**src/assert_macros.svh**
```systemverilog
// assertion macros for the integer field formatter rtl
// no dependencies; the including scope provides clock and reset
`ifndef ASSERT_MACROS_SVH
`define ASSERT_MACROS_SVH

// checked property, switched off while reset is high
`define IFF_ASSERT(name, prop, msg) \
   name: assert property (@(posedge clock) disable iff (reset) prop) else $error(msg);

// checked property, active through reset too
`define IFF_ASSERT_ALWAYS(name, prop, msg) \
   name: assert property (@(posedge clock) prop) else $error(msg);

`endif

```
**src/iff_pkg.sv**
```systemverilog
// shared types, constants and helpers of the integer field formatter
// no dependencies
`timescale 1ns / 1ps

package iff_pkg;

   localparam int MAX_WIDTH_DEF  = 64;
   localparam int VALUE_BITS_DEF = 64;

   // request beat layout, lowest bit first
   localparam int REQ_W        = 80;
   localparam int OP_LSB       = 0;
   localparam int VALUE_LSB    = 3;
   localparam int WIDE_BIT     = 67;
   localparam int FWIDTH_LSB   = 68;
   localparam int ZPAD_BIT     = 75;
   localparam int LALIGN_BIT   = 76;
   localparam int RSP_W        = 8;

   localparam logic [7:0] CH_SPACE   = 8'h20;
   localparam logic [7:0] CH_MINUS   = 8'h2D;
   localparam logic [7:0] CH_ZERO    = 8'h30;
   localparam logic [7:0] CH_X       = 8'h78;
   localparam logic [7:0] CH_A_LOWER = 8'h61;
   localparam logic [7:0] CH_A_UPPER = 8'h41;
   localparam logic [3:0] DIGIT_TEN  = 4'd10;

   typedef enum logic [2:0] {
      OP_SDEC = 3'd0,
      OP_UDEC = 3'd1,
      OP_HEXL = 3'd2,
      OP_HEXU = 3'd3,
      OP_PTR  = 3'd4,
      OP_CHAR = 3'd5
   } op_type;

   typedef enum logic [2:0] {
      DIG_HOLD,
      DIG_CLEAR,
      DIG_LOAD,
      DIG_DABBLE,
      DIG_SHIFT
   } dig_cmd_type;

   // decimal digits needed for the largest value of the given bit count
   function automatic int dec_digits(input int bits);
      return ((bits * 1233) >> 12) + 1;
   endfunction

   function automatic logic [7:0] hex_char(input logic [3:0] d, input logic upper);
      logic [7:0] res;
      if (d < DIGIT_TEN) begin
         res = CH_ZERO + {4'b0000, d};
      end else begin
         res = (upper ? CH_A_UPPER : CH_A_LOWER) + {4'b0000, d - DIGIT_TEN};
      end
      return res;
   endfunction

endpackage

```
**src/integer_field_formatter.sv**
```systemverilog
// integer field formatter: one request beat in, the padded ascii field out one char a beat
// sequence: decimal kinds pass through convert, strip, layout and emit; hex and pointer skip
// convert, and char also strips no leading zero digits
// a new request is taken only in idle, once the last character of the previous one is issued
// reset: synchronous, active high; clears the sequencer, the phase and the response valid
`timescale 1ns / 1ps

module integer_field_formatter
   import iff_pkg::*;
#(
   parameter int MAX_WIDTH  = MAX_WIDTH_DEF,
   parameter int VALUE_BITS = VALUE_BITS_DEF
) (
   input  logic             clock,
   input  logic             reset,
   input  logic             req_tvalid,
   output logic             req_tready,
   // op[2:0], value[66:3], is_wide[67], field_width[74:68], zero_fill[75],
   // flush_left[76], zeros[79:77]
   input  logic [REQ_W-1:0] req_tdata,
   output logic             rsp_tvalid,
   input  logic             rsp_tready,
   // ch[7:0]
   output logic [RSP_W-1:0] rsp_tdata,
   output logic             rsp_tlast
);

`include "assert_macros.svh"

   localparam int DEC_DIGITS = dec_digits(VALUE_BITS);
   localparam int HEX_DIGITS = (VALUE_BITS + 3) / 4;
   localparam int ND_W       = $clog2(DEC_DIGITS + 1);
   localparam int WW         = $clog2(MAX_WIDTH + 1);
   localparam int LEN_W      = $clog2(DEC_DIGITS + 4);
   localparam int CMP_W      = (WW > LEN_W) ? WW : LEN_W;
   localparam int BC_W       = $clog2(VALUE_BITS);

   typedef enum logic [2:0] {
      ST_IDLE,
      ST_CONVERT,
      ST_STRIP,
      ST_LAYOUT,
      ST_EMIT
   } state_type;

   typedef enum logic [2:0] {
      PH_PAD_LEAD  = 3'd0,
      PH_SIGN      = 3'd1,
      PH_PAD_ZERO  = 3'd2,
      PH_PREFIX0   = 3'd3,
      PH_PREFIX1   = 3'd4,
      PH_DIGITS    = 3'd5,
      PH_PAD_TRAIL = 3'd6,
      PH_DONE      = 3'd7
   } ph_type;

   typedef struct packed {
      logic sign;
      logic zero;
      logic prefix;
      logic trail;
   } ph_act_type;

   function automatic ph_type first_after(input ph_type cur, input ph_act_type a);
      ph_type res;
      if (cur < PH_SIGN && a.sign) begin
         res = PH_SIGN;
      end else if (cur < PH_PAD_ZERO && a.zero) begin
         res = PH_PAD_ZERO;
      end else if (cur < PH_PREFIX0 && a.prefix) begin
         res = PH_PREFIX0;
      end else if (cur == PH_PREFIX0) begin
         res = PH_PREFIX1;
      end else if (cur < PH_DIGITS) begin
         res = PH_DIGITS;
      end else if (cur < PH_PAD_TRAIL && a.trail) begin
         res = PH_PAD_TRAIL;
      end else begin
         res = PH_DONE;
      end
      return res;
   endfunction

   state_type             state_ff, state_in;
   ph_type                phase_ff, phase_in;
   op_type                op_ff, op_in;
   logic                  neg_ff, neg_in;
   logic                  la_ff, la_in;
   logic                  zp_ff, zp_in;
   logic [WW-1:0]         w_ff, w_in;
   logic [VALUE_BITS-1:0] mag_ff, mag_in;
   logic [ND_W-1:0]       nd_ff, nd_in;
   logic [BC_W-1:0]       bit_ff, bit_in;
   logic [WW-1:0]         pad_ff, pad_in;
   logic                  has_pad_ff, has_pad_in;
   logic                  zfill_ff, zfill_in;
   logic                  rsp_tvalid_ff, rsp_tvalid_in;
   logic [7:0]            rsp_ch_ff, rsp_ch_in;
   logic                  rsp_last_ff, rsp_last_in;

   // request fields
   logic [2:0]            req_op;
   logic [63:0]           req_value;
   logic                  req_wide;
   logic [6:0]            req_fwidth;
   logic [VALUE_BITS-1:0] arg, amask, neg_mag;
   logic                  sign_bit;

   // layout
   logic [CMP_W-1:0]      len_c, w_ext;
   logic [WW-1:0]         pad_c;
   logic                  zfill_c;
   ph_act_type            act_c, act_r;

   // emission
   dig_cmd_type           dig_cmd;
   logic [3:0]            top_digit;
   logic                  emit_go, ph_end, emit_last, pad_phase;
   logic [7:0]            emit_ch;
   ph_type                nxt;

   assign req_op     = req_tdata[OP_LSB +: 3];
   assign req_value  = req_tdata[VALUE_LSB +: 64];
   assign req_wide   = req_tdata[WIDE_BIT];
   assign req_fwidth = req_tdata[FWIDTH_LSB +: 7];

   assign arg      = req_wide ? req_value[VALUE_BITS-1:0] : VALUE_BITS'(req_value[31:0]);
   assign amask    = req_wide ? {VALUE_BITS{1'b1}} : VALUE_BITS'(32'hFFFF_FFFF);
   assign sign_bit = req_wide ? arg[VALUE_BITS-1] : arg[31];
   assign neg_mag  = (~arg + VALUE_BITS'(1)) & amask;

   iff_digits #(
      .VALUE_BITS (VALUE_BITS)
   ) u_digits (
      .clock      (clock),
      .dig_cmd    (dig_cmd),
      .bit_in     (mag_ff[VALUE_BITS-1]),
      .load_value (mag_in),
      .top_digit  (top_digit)
   );

   always_comb begin
      len_c = CMP_W'(nd_ff) + CMP_W'(neg_ff) + ((op_ff == OP_PTR) ? CMP_W'(2) : CMP_W'(0));
      w_ext = CMP_W'(w_ff);
      pad_c = (op_ff != OP_PTR && w_ext > len_c) ? WW'(w_ext - len_c) : '0;
      zfill_c = !la_ff && (pad_c != '0) && zp_ff && (op_ff != OP_CHAR);
      act_c.sign   = neg_ff;
      act_c.zero   = zfill_c;
      act_c.prefix = (op_ff == OP_PTR);
      act_c.trail  = la_ff && (pad_c != '0);
      act_r.sign   = neg_ff;
      act_r.zero   = zfill_ff;
      act_r.prefix = (op_ff == OP_PTR);
      act_r.trail  = la_ff && has_pad_ff;
   end

   // character of the current phase
   always_comb begin
      emit_ch   = CH_SPACE;
      ph_end    = 1'b1;
      pad_phase = 1'b0;
      unique case (phase_ff)
         PH_PAD_LEAD, PH_PAD_TRAIL: begin
            ph_end    = (pad_ff == WW'(1));
            pad_phase = 1'b1;
         end
         PH_PAD_ZERO: begin
            emit_ch   = CH_ZERO;
            ph_end    = (pad_ff == WW'(1));
            pad_phase = 1'b1;
         end
         PH_SIGN:    emit_ch = CH_MINUS;
         PH_PREFIX0: emit_ch = CH_ZERO;
         PH_PREFIX1: emit_ch = CH_X;
         PH_DIGITS: begin
            if (op_ff == OP_CHAR) begin
               emit_ch = mag_ff[7:0];
            end else begin
               emit_ch = hex_char(top_digit, op_ff == OP_HEXU);
               ph_end  = (nd_ff == ND_W'(1));
            end
         end
         PH_DONE: emit_ch = CH_SPACE;
      endcase
      nxt       = first_after(phase_ff, act_r);
      emit_go   = (state_ff == ST_EMIT) && (!rsp_tvalid_ff || rsp_tready);
      emit_last = ph_end && (nxt == PH_DONE);
   end

   always_comb begin
      state_in      = state_ff;
      phase_in      = phase_ff;
      op_in         = op_ff;
      neg_in        = neg_ff;
      la_in         = la_ff;
      zp_in         = zp_ff;
      w_in          = w_ff;
      mag_in        = mag_ff;
      nd_in         = nd_ff;
      bit_in        = bit_ff;
      pad_in        = pad_ff;
      has_pad_in    = has_pad_ff;
      zfill_in      = zfill_ff;
      rsp_tvalid_in = rsp_tvalid_ff && !rsp_tready;
      rsp_ch_in     = rsp_ch_ff;
      rsp_last_in   = rsp_last_ff;
      dig_cmd       = DIG_HOLD;

      unique case (state_ff)
         ST_IDLE: begin
            if (req_tvalid) begin
               op_in  = op_type'(req_op);
               neg_in = 1'b0;
               la_in  = req_tdata[LALIGN_BIT];
               zp_in  = req_tdata[ZPAD_BIT];
               w_in   = (req_fwidth > 7'(MAX_WIDTH)) ? WW'(MAX_WIDTH) : WW'(req_fwidth);
               mag_in = arg;
               bit_in = BC_W'(VALUE_BITS - 1);
               unique case (req_op)
                  OP_SDEC: begin
                     neg_in   = sign_bit;
                     mag_in   = sign_bit ? neg_mag : arg;
                     nd_in    = ND_W'(DEC_DIGITS);
                     dig_cmd  = DIG_CLEAR;
                     state_in = ST_CONVERT;
                  end
                  OP_UDEC: begin
                     nd_in    = ND_W'(DEC_DIGITS);
                     dig_cmd  = DIG_CLEAR;
                     state_in = ST_CONVERT;
                  end
                  OP_HEXL, OP_HEXU: begin
                     nd_in    = ND_W'(HEX_DIGITS);
                     dig_cmd  = DIG_LOAD;
                     state_in = ST_STRIP;
                  end
                  OP_PTR: begin
                     mag_in   = req_value[VALUE_BITS-1:0];
                     nd_in    = ND_W'(HEX_DIGITS);
                     dig_cmd  = DIG_LOAD;
                     state_in = ST_STRIP;
                  end
                  OP_CHAR: begin
                     nd_in    = ND_W'(1);
                     state_in = ST_STRIP;
                  end
                  default: state_in = ST_IDLE;
               endcase
            end
         end
         ST_CONVERT: begin
            dig_cmd = DIG_DABBLE;
            mag_in  = mag_ff << 1;
            if (bit_ff == '0) begin
               state_in = ST_STRIP;
            end else begin
               bit_in = bit_ff - BC_W'(1);
            end
         end
         ST_STRIP: begin
            if (op_ff != OP_CHAR && top_digit == 4'd0 && nd_ff > ND_W'(1)) begin
               dig_cmd = DIG_SHIFT;
               nd_in   = nd_ff - ND_W'(1);
            end else begin
               state_in = ST_LAYOUT;
            end
         end
         ST_LAYOUT: begin
            pad_in     = pad_c;
            has_pad_in = (pad_c != '0);
            zfill_in   = zfill_c;
            phase_in   = (!zfill_c && !la_ff && pad_c != '0) ? PH_PAD_LEAD
                                                            : first_after(PH_PAD_LEAD, act_c);
            state_in   = ST_EMIT;
         end
         ST_EMIT: begin
            if (emit_go) begin
               rsp_tvalid_in = 1'b1;
               rsp_ch_in     = emit_ch;
               rsp_last_in   = emit_last;
               if (pad_phase) begin
                  pad_in = pad_ff - WW'(1);
               end
               if (phase_ff == PH_DIGITS && op_ff != OP_CHAR) begin
                  dig_cmd = DIG_SHIFT;
                  nd_in   = nd_ff - ND_W'(1);
               end
               if (ph_end) begin
                  phase_in = nxt;
               end
               if (emit_last) begin
                  state_in = ST_IDLE;
               end
            end
         end
         default: state_in = ST_IDLE;
      endcase
   end

   always_ff @(posedge clock) begin
      op_ff      <= op_in;
      neg_ff     <= neg_in;
      la_ff      <= la_in;
      zp_ff      <= zp_in;
      w_ff       <= w_in;
      mag_ff     <= mag_in;
      nd_ff      <= nd_in;
      bit_ff     <= bit_in;
      pad_ff     <= pad_in;
      has_pad_ff <= has_pad_in;
      zfill_ff   <= zfill_in;
      rsp_ch_ff  <= rsp_ch_in;
      rsp_last_ff <= rsp_last_in;
      if (reset) begin
         state_ff      <= ST_IDLE;
         phase_ff      <= PH_DONE;
         rsp_tvalid_ff <= 1'b0;
      end else begin
         state_ff      <= state_in;
         phase_ff      <= phase_in;
         rsp_tvalid_ff <= rsp_tvalid_in;
      end
   end

   assign req_tready = (state_ff == ST_IDLE);
   assign rsp_tvalid = rsp_tvalid_ff;
   assign rsp_tdata  = rsp_ch_ff;
   assign rsp_tlast  = rsp_last_ff;

   `IFF_ASSERT_ALWAYS(a_reset_idle, reset |=> state_ff == ST_IDLE && !rsp_tvalid, "reset not idle")
   `IFF_ASSERT(a_last_idles, emit_go && emit_last |=> req_tready && rsp_tlast, "not idle")
   `IFF_ASSERT(a_digits_left, phase_ff == PH_DIGITS |-> nd_ff != '0, "digit count ran out")
   `IFF_ASSERT(a_pad_left, pad_phase |-> pad_ff != '0, "pad count ran out")

endmodule

```
**src/iff_digits.sv**
```systemverilog
// digit register: bit-serial binary to bcd conversion, hex load and digit shift-out
// depends on iff_pkg
`timescale 1ns / 1ps

module iff_digits
   import iff_pkg::*;
#(
   parameter int VALUE_BITS = VALUE_BITS_DEF
) (
   input  logic                  clock,
   input  dig_cmd_type           dig_cmd,
   input  logic                  bit_in,
   input  logic [VALUE_BITS-1:0] load_value,
   output logic [3:0]            top_digit
);

   localparam int DEC_DIGITS = dec_digits(VALUE_BITS);
   localparam int DW         = DEC_DIGITS * 4;
   localparam int HEX_BITS   = ((VALUE_BITS + 3) / 4) * 4;

   logic [DW-1:0] dig_ff, dig_in;
   logic [DW-1:0] adj;

   // add three to every digit of five or more before the shift
   always_comb begin
      for (int i = 0; i < DEC_DIGITS; i++) begin
         adj[i*4 +: 4] = (dig_ff[i*4 +: 4] >= 4'd5) ? dig_ff[i*4 +: 4] + 4'd3
                                                    : dig_ff[i*4 +: 4];
      end
   end

   always_comb begin
      unique case (dig_cmd)
         DIG_CLEAR:  dig_in = '0;
         DIG_LOAD:   dig_in = DW'(load_value) << (DW - HEX_BITS);
         DIG_DABBLE: dig_in = {adj[DW-2:0], bit_in};
         DIG_SHIFT:  dig_in = dig_ff << 4;
         default:    dig_in = dig_ff;
      endcase
   end

   always_ff @(posedge clock) begin
      dig_ff <= dig_in;
   end

   assign top_digit = dig_ff[DW-1 -: 4];

endmodule
```
**config.mk**
```make
export PLATFORM = sky130hd
export DESIGN_NAME = integer_field_formatter
export DESIGN_NICKNAME = d
export VERILOG_FILES = /design/src/iff_pkg.sv /design/src/integer_field_formatter.sv /design/src/iff_digits.sv
export VERILOG_INCLUDE_DIRS = /design/src /design/src/src
export SDC_FILE = /design/constraint.sdc
export NUM_CORES = 1
export LEC_CHECK = 0
export BUFFER_PORTS_ARGS = -buffer_cell sky130_fd_sc_hd__buf_2
export CORE_MARGIN = 5
export CORE_UTILIZATION = 50
export DETAILED_ROUTE_END_ITERATION = 8
export PLACE_DENSITY = 0.68
export SYNTH_ARGS = -nofsm -noshare
export SYNTH_HDL_FRONTEND = slang
export SYNTH_SLANG_ARGS = --single-unit
```
**constraint.sdc**
```tcl
create_clock -name clock -period 6.8 [get_ports clock]
set_input_delay 0.68 -clock clock [delete_from_list [all_inputs] [get_ports clock]]
set_output_delay 0.68 -clock clock [all_outputs]
set_load 0.01 [all_outputs]
```
# After elaboration in Yosys (flattened, before gate mapping)
# Cells that the tools add are included.
[totals]
regBits = 193
in_bits = 84
[op_classes]
add_sub_neg = 30
order_cmp = 29
eq_ne = 38
n_mux = 77
n_bitwise = 2
n_reduce_logical = 44
[ops]
columns = ["op", "n"]
rows = [
  ["$pmux W80 S4", 1],
  ["$mux W64", 4],
  ["$pmux W64 S2", 2],
  ["$ge A4 B3 Y1 const B", 20],
  ["$add A4 B2 Y4 const B", 19],
  ["$mux W4", 19],
  ["$add A64 B1 Y64 const B", 1],
  ["$and A64 B64 Y64", 1],
  ["$not A64 Y64", 1],
  ["$mux W3", 18],
  ["$pmux W8 S4", 1],
  ["$eq A3 B3 Y1 const B", 10],
  ["$pmux W5 S3", 2],
  ["$eq A3 B2 Y1 const B", 9],
  ["$mux W7", 3],
  ["$mux W5", 4],
  ["$mux W6", 3],
  ["$ne A2 B2 Y1 const B", 9],
  ["$logic_and A1 B1 Y1", 17],
  ["$mux W8", 2],
  ["$pmux W3 S5", 1],
  ["$pmux W7 S2", 1],
  ["$eq A3 B1 Y1 const B", 4],
  ["$pmux W3 S4", 1],
  ["other kinds (44)", 67],
]

# Logic depth before layout (Yosys ltp)
[logic_depth]
ltp_word = 15
ltp_mapped = 13
mapped_depth_nobuf = 13

# Cells and area by module
# Synthesis repeated with hierarchy kept, for this count alone.
[unflattened]
cells_unflattened = 1394
area_unflattened_um2 = 13061.3
[modules_own_cells]
columns = ["module", "n_inst", "cells_per_inst", "area_each_um2", "seq_area_each_um2"]
rows = [
  ["integer_field_formatter", 1, 832, 7338.3, 2682.6],
  ["iff_digits", 1, 562, 5723.0, 2402.3],
]

# Worst setup path after synthesis
# OpenSTA, ideal clock, no wires.
[synth_timing]
path_type = "input-to-reg"
from = "input req_tvalid"
to = "register u_digits.dig_ff[0], enable pin"
t_arrival_ps = 3686
setup_slack_ps = 2672
path_stages = 6
cell_sequence = "or4b_2 clkbuf_1 clkbuf_1 clkbuf_1 a21oi_1 or3_1"
[synth_between]
elab_chain_cells = 4
[synth_rtl]
columns = ["item", "line", "source"]
rows = [
  ["start, declared", "integer_field_formatter.sv:16", "input logic req_tvalid,"],
  ["$mux W2 (*)", "integer_field_formatter.sv:211", "if (req_tvalid) begin"],
  ["$pmux W3 S4 (*)", "integer_field_formatter.sv:209", "unique case (state_ff)"],
  ["$eq A3 B1 Y1, or another cell as far along", "iff_digits.sv:33", "unique case (dig_cmd)"],
  ["$reduce_bool A4 Y1 (no source line) (*)", "-", ""],
  ["end signal, assigned", "iff_digits.sv:43", "dig_ff <= dig_in;"],
  ["end, declared", "iff_digits.sv:21", "logic [DW-1:0] dig_ff, dig_in;"],
]
# Every way passes the cells marked *; elsewhere a longest branch is shown, timed or not.
# A chain may end at the register's enable or synchronous reset.

# Worst setup path in the final report
[layout_timing]
from = "register op_ff[1]"
to = "register phase_ff[0]"
[layout_between]
elab_chain_cells = 15
[layout_rtl]
columns = ["item", "line", "source"]
rows = [
  ["start, declared", "integer_field_formatter.sv:86", "op_type op_ff, op_in;"],
  ["start signal, assigned", "integer_field_formatter.sv:301", "op_ff <= op_in;"],
  ["$eq A3 B3 Y1", "integer_field_formatter.sv:143, integer_field_formatter.sv:149, integer_field_formatter.sv:153", ""],
  ["$mux W2", "integer_field_formatter.sv:143", "len_c = CMP_W'(nd_ff) + CMP_W'(neg_ff) + ((op_ff == OP_PTR) ? CMP_W'(2) : CMP_W'(0));"],
  ["$add A6 B2 Y7", "integer_field_formatter.sv:143", ""],
  ["$gt A7 B7 Y1", "integer_field_formatter.sv:145", "pad_c = (op_ff != OP_PTR && w_ext > len_c) ? WW'(w_ext - len_c) : '0;"],
  ["$logic_and A1 B1 Y1", "integer_field_formatter.sv:145", ""],
  ["$mux W7", "integer_field_formatter.sv:145", ""],
  ["$reduce_bool A7 Y1", "integer_field_formatter.sv:146, integer_field_formatter.sv:272", ""],
  ["$logic_and A1 B1 Y1 (3 in series)", "integer_field_formatter.sv:146", "zfill_c = !la_ff && (pad_c != '0) && zp_ff && (op_ff != OP_CHAR);"],
  ["$logic_not A1 Y1", "integer_field_formatter.sv:272", "phase_in = (!zfill_c && !la_ff && pad_c != '0) ? PH_PAD_LEAD"],
  ["$logic_and A1 B1 Y1 (2 in series)", "integer_field_formatter.sv:272", ""],
  ["$mux W3", "integer_field_formatter.sv:272", ""],
  ["$pmux W3 S2", "integer_field_formatter.sv:209", ""],
  ["end signal, assigned", "integer_field_formatter.sv:320", "phase_ff <= phase_in;"],
  ["end, declared", "integer_field_formatter.sv:85", "ph_type phase_ff, phase_in;"],
]
# Several ways; a longest one is shown, not always the timed one. The select of a mux whose other input is x is not followed.

==> impl_metrics.json <==
{
  "p_int_mw": 3.23,
  "nets": 1669,
  "cts_buffer_depth": 2,
  "port_buffers": 91,
  "synth_cell_types": 85,
  "cp.arrival_ns": 4.42,
  "startpoint": "op_ff[1]",
  "setup_tns_ns": 0,
  "hp-start": "req_tdata[76]",
  "fillers": 2419,
  "cts_buffers": 17,
  "ctsResizeCount": 0,
  "syn_to_final_growth_pct": 9.09,
  "avgRoutedWirePerCell_um": 20.9,
  "seqCellArea_sq_um": 5080,
  "reg2reg_depth": 13,
  "peakVddDrop_uv": 212,
  "hold_path_class": "primary input to flop",
  "critPathSlowestCell": "o311ai_0",
  "htreeDepth": 4,
  "core_sq_um": 26100,
  "dr.first_iter.drc_count": 1422,
  "yosysWarnings": 0,
  "path_clk_slew_ns": 0.08,
  "clock_power_share": 0.178,
  "seqPwrFrac": 0.399,
  "crit_path_end": "phase_ff[0]",
  "start_kind": "flop",
  "end_kind": "flop",
  "dr.pass1.iters": 9,
  "synthFlopType": "edfxtp_1",
  "final_cell_mix": "edfxtp_1, a21oi_1, o21ai_0",
  "outcome": "complete, no violations",
  "hold_viol": 0,
  "slew_headroom": 0.216,
  "design_area_sq_um": 14500,
  "drive_above_1_share": 0.116,
  "regToRegEndpoint": "phase_ff[0]",
  "die_area_sq_um": 29900,
  "maxCapViolCount": 0,
  "drv_slew": 0,
  "leakage_nw": 5.39,
  "layout_commonest_cell": "edfxtp_1",
  "slowest_delay_ns": 0.69,
  "drtAntennaViolNets": 0,
  "cts_tree": "yes",
  "drc": 0,
  "vias_per_cell": 6.51,
  "num_rows": 59,
  "synth.net_count": 1627,
  "start_util": 0.508,
  "grt_pass1_vias": 11300,
  "pin_count": 95,
  "grt_max_degree": 77,
  "comb_power_share": 0.423,
  "ys_ff_latch": 193,
  "critPathBufInv": 1,
  "clock_latency_ns": 0.44,
  "worstSetupPathType": "flop to flop",
  "max_freq_mhz": 248,
  "multi_input_area_sq_um": 7560,
  "vias": 12200,
  "power_density_nw_per_um2": 386,
  "min_period_over_period": 0.592,
  "antenna_found_initial": 1,
  "setup_viol": 0,
  "grt_pass1_wl_um": 61300,
  "die_x_um": 173,
  "wl_um": 39200,
  "grt_use_total": 0.251,
  "rsz0062_at_grt": "no",
  "switchingPower_mw": 2.36,
  "path_depth": 13,
  "place_area_sq_um": 13900,
  "worst_ep_required_time_ns": 7.19,
  "finalCriticalPeriod_ns": 4.03,
  "netlist_area_sq_um": 13300,
  "cts_setup_buffers": 0,
  "r2r_start": "op_ff[1]",
  "synthCells": 1483,
  "cp_cell_sequence": "or3b_2 -> inv_1 -> ha_1 -> a21o_1 -> nand2_1 -> xor2_1 -> ha_1 -> o21ai_0 -> a21oi_1 -> o311ai_0 -> a41oi_1 -> a311oi_1 -> a211o_1",
  "synth_edf_count": 122,
  "finClkSkew_ns": 0.0145,
  "worstMarginPinSlew_ns": 1.17,
  "regToRegSetupSlack_ns": 2.77,
  "ctsHoldBuffers": 0,
  "place_congestion": 0.992,
  "synth-seq-area-share": 0.383,
  "post-dp-hpwl_um": 27900,
  "cts.sinks": 193,
  "root_buffer": "clkbuf_16",
  "hold_ws_ns": 0.411,
  "path_max_fanout": 7,
  "cp_top_family": "compound AO/OA/AOI/OAI gates",
  "p_sw_frac": 0.422,
  "die_h_um": 173,
  "grt.overflow.total": 0,
  "synth-async-reset-ratio": 0,
  "synth.avg_cell_area_sq_um": 8.96,
  "cpMostUsedCell": "ha_1"
}
[sequential cells by signal, indices dropped and copies added (netlist names)]
register / flops
state_ff: 3
pad_ff: 7
u_digits.dig_ff: 80
la_ff: 1
mag_ff: 64
phase_ff: 3
w_ext: 7
rsp_tlast: 1
rsp_tdata: 8
op_ff: 3
nd_ff: 5
rsp_tvalid: 1
bit_ff: 6
zp_ff: 1
neg_ff: 1
zfill_ff: 1
has_pad_ff: 1
[Yosys cell counts, types with 11 or more instances]
cell type,instances,share of area
edfxtp_1,122,0.28
a21oi_1,118,0.044
nand2_1,116,0.033
o21ai_0,116,0.044
nor2_1,113,0.032
clkbuf_1,71,0.020
dfxtp_1,71,0.11
inv_1,71,0.020
ha_1,58,0.055
a22oi_1,48,0.027
xnor2_1,47,0.031
a221o_1,39,0.029
nand2b_1,34,0.016
nor3b_1,30,0.017
xor2_1,27,0.018
nor3_1,26,0.0098
nand3_1,25,0.0094
o31ai_1,21,0.012
nand4_1,17,0.0080
nor2b_1,17,0.0080
a211oi_1,16,0.0090
a31oi_1,15,0.0071
o41ai_1,13,0.0086
o211ai_1,12,0.0068
o22ai_1,12,0.0057
or3_1,12,0.0057
and3_1,11,0.0052
[cell families (layout without fill, tap and decap cells)]
| kind of cell | Yosys count | in the layout | share of synthesized area |
|---|---|---|---|
| buffers and inverters | 156 | 211 | 0.0505 |
| AND/OR/NAND/NOR | 473 | 473 | 0.188 |
| flip-flops | 193 | 193 | 0.383 |
| other | 0 | 1 | 0 |
| AO/OA/AOI/OAI | 522 | 522 | 0.268 |
| adder cells (fa/ha/maj) | 60 | 60 | 0.0577 |
| multiplexers | 5 | 5 | 0.00377 |
| XOR/XNOR | 74 | 74 | 0.0488 |
[worst reg2reg max path, cell delays in order (launching register included)]
cell and delay [ns]:
edfxtp_1 0.43, or3b_2 0.57, inv_1 0.16, ha_1 0.25, a21o_1 0.17, nand2_1 0.07, xor2_1 0.16, ha_1 0.32
o21ai_0 0.26, a21oi_1 0.06, o311ai_0 0.69, a41oi_1 0.34, a311oi_1 0.37, a211o_1 0.14
[worst min path at each step]
| stage | to | slack, ns | cells after the start |
|---|---|---|---|
| CTS | la_ff | 0.39 | 1 |
| floorplan | mag_ff[35] | 0.42 | 2 |
| detailed placement | mag_ff[22] | 0.45 | 2 |
| finish | la_ff | 0.41 | 1 |
| global route | la_ff | 0.39 | 1 |
| global placement | mag_ff[32] | 0.44 | 2 |
[power by group through the flow]
stage               logic, mW  registers (mW)  clock network, mW
global placement         2.28            2.23                  0
detailed placement       2.33            2.24                  0
CTS                      2.34            2.22               1.01
global route             2.64            2.29               1.06
finish                   2.36            2.23              0.997
floorplan                1.80            2.10                  0
[per-layer routing]
metal	vias up	share of wire	track usage
met1	5723	0.43	0.342
met3	107	0.091	0.0583
met4	2	0.036	0.0991
li1	5740	-	-
met5	-	0.00046	0
met2	623	0.44	0.389
[stage by stage]
step	total power [mW]	utilization	instances	setup WS [ns]
floorplan	3.90	-	1483	2.67
global placement	4.51	0.533	1841	2.86
detailed placement	4.56	0.533	1841	2.79
CTS	5.58	0.554	1873	2.80
global route	5.99	0.554	1873	2.38
finish	5.59	0.554	1874	2.77
[cell type report]
cell class / instances / share of cell area
antenna: 1 / 0.000173
clock buffer: 18 / 0.0296
clock inverter: 14 / 0.00967
inverter: 71 / 0.0184
multi-input combinational: 1134 / 0.522
sequential: 193 / 0.351
tap: 335 / 0.0289
timing repair buffer: 108 / 0.0402
Note: power is estimated with default switching activity, not from simulation.
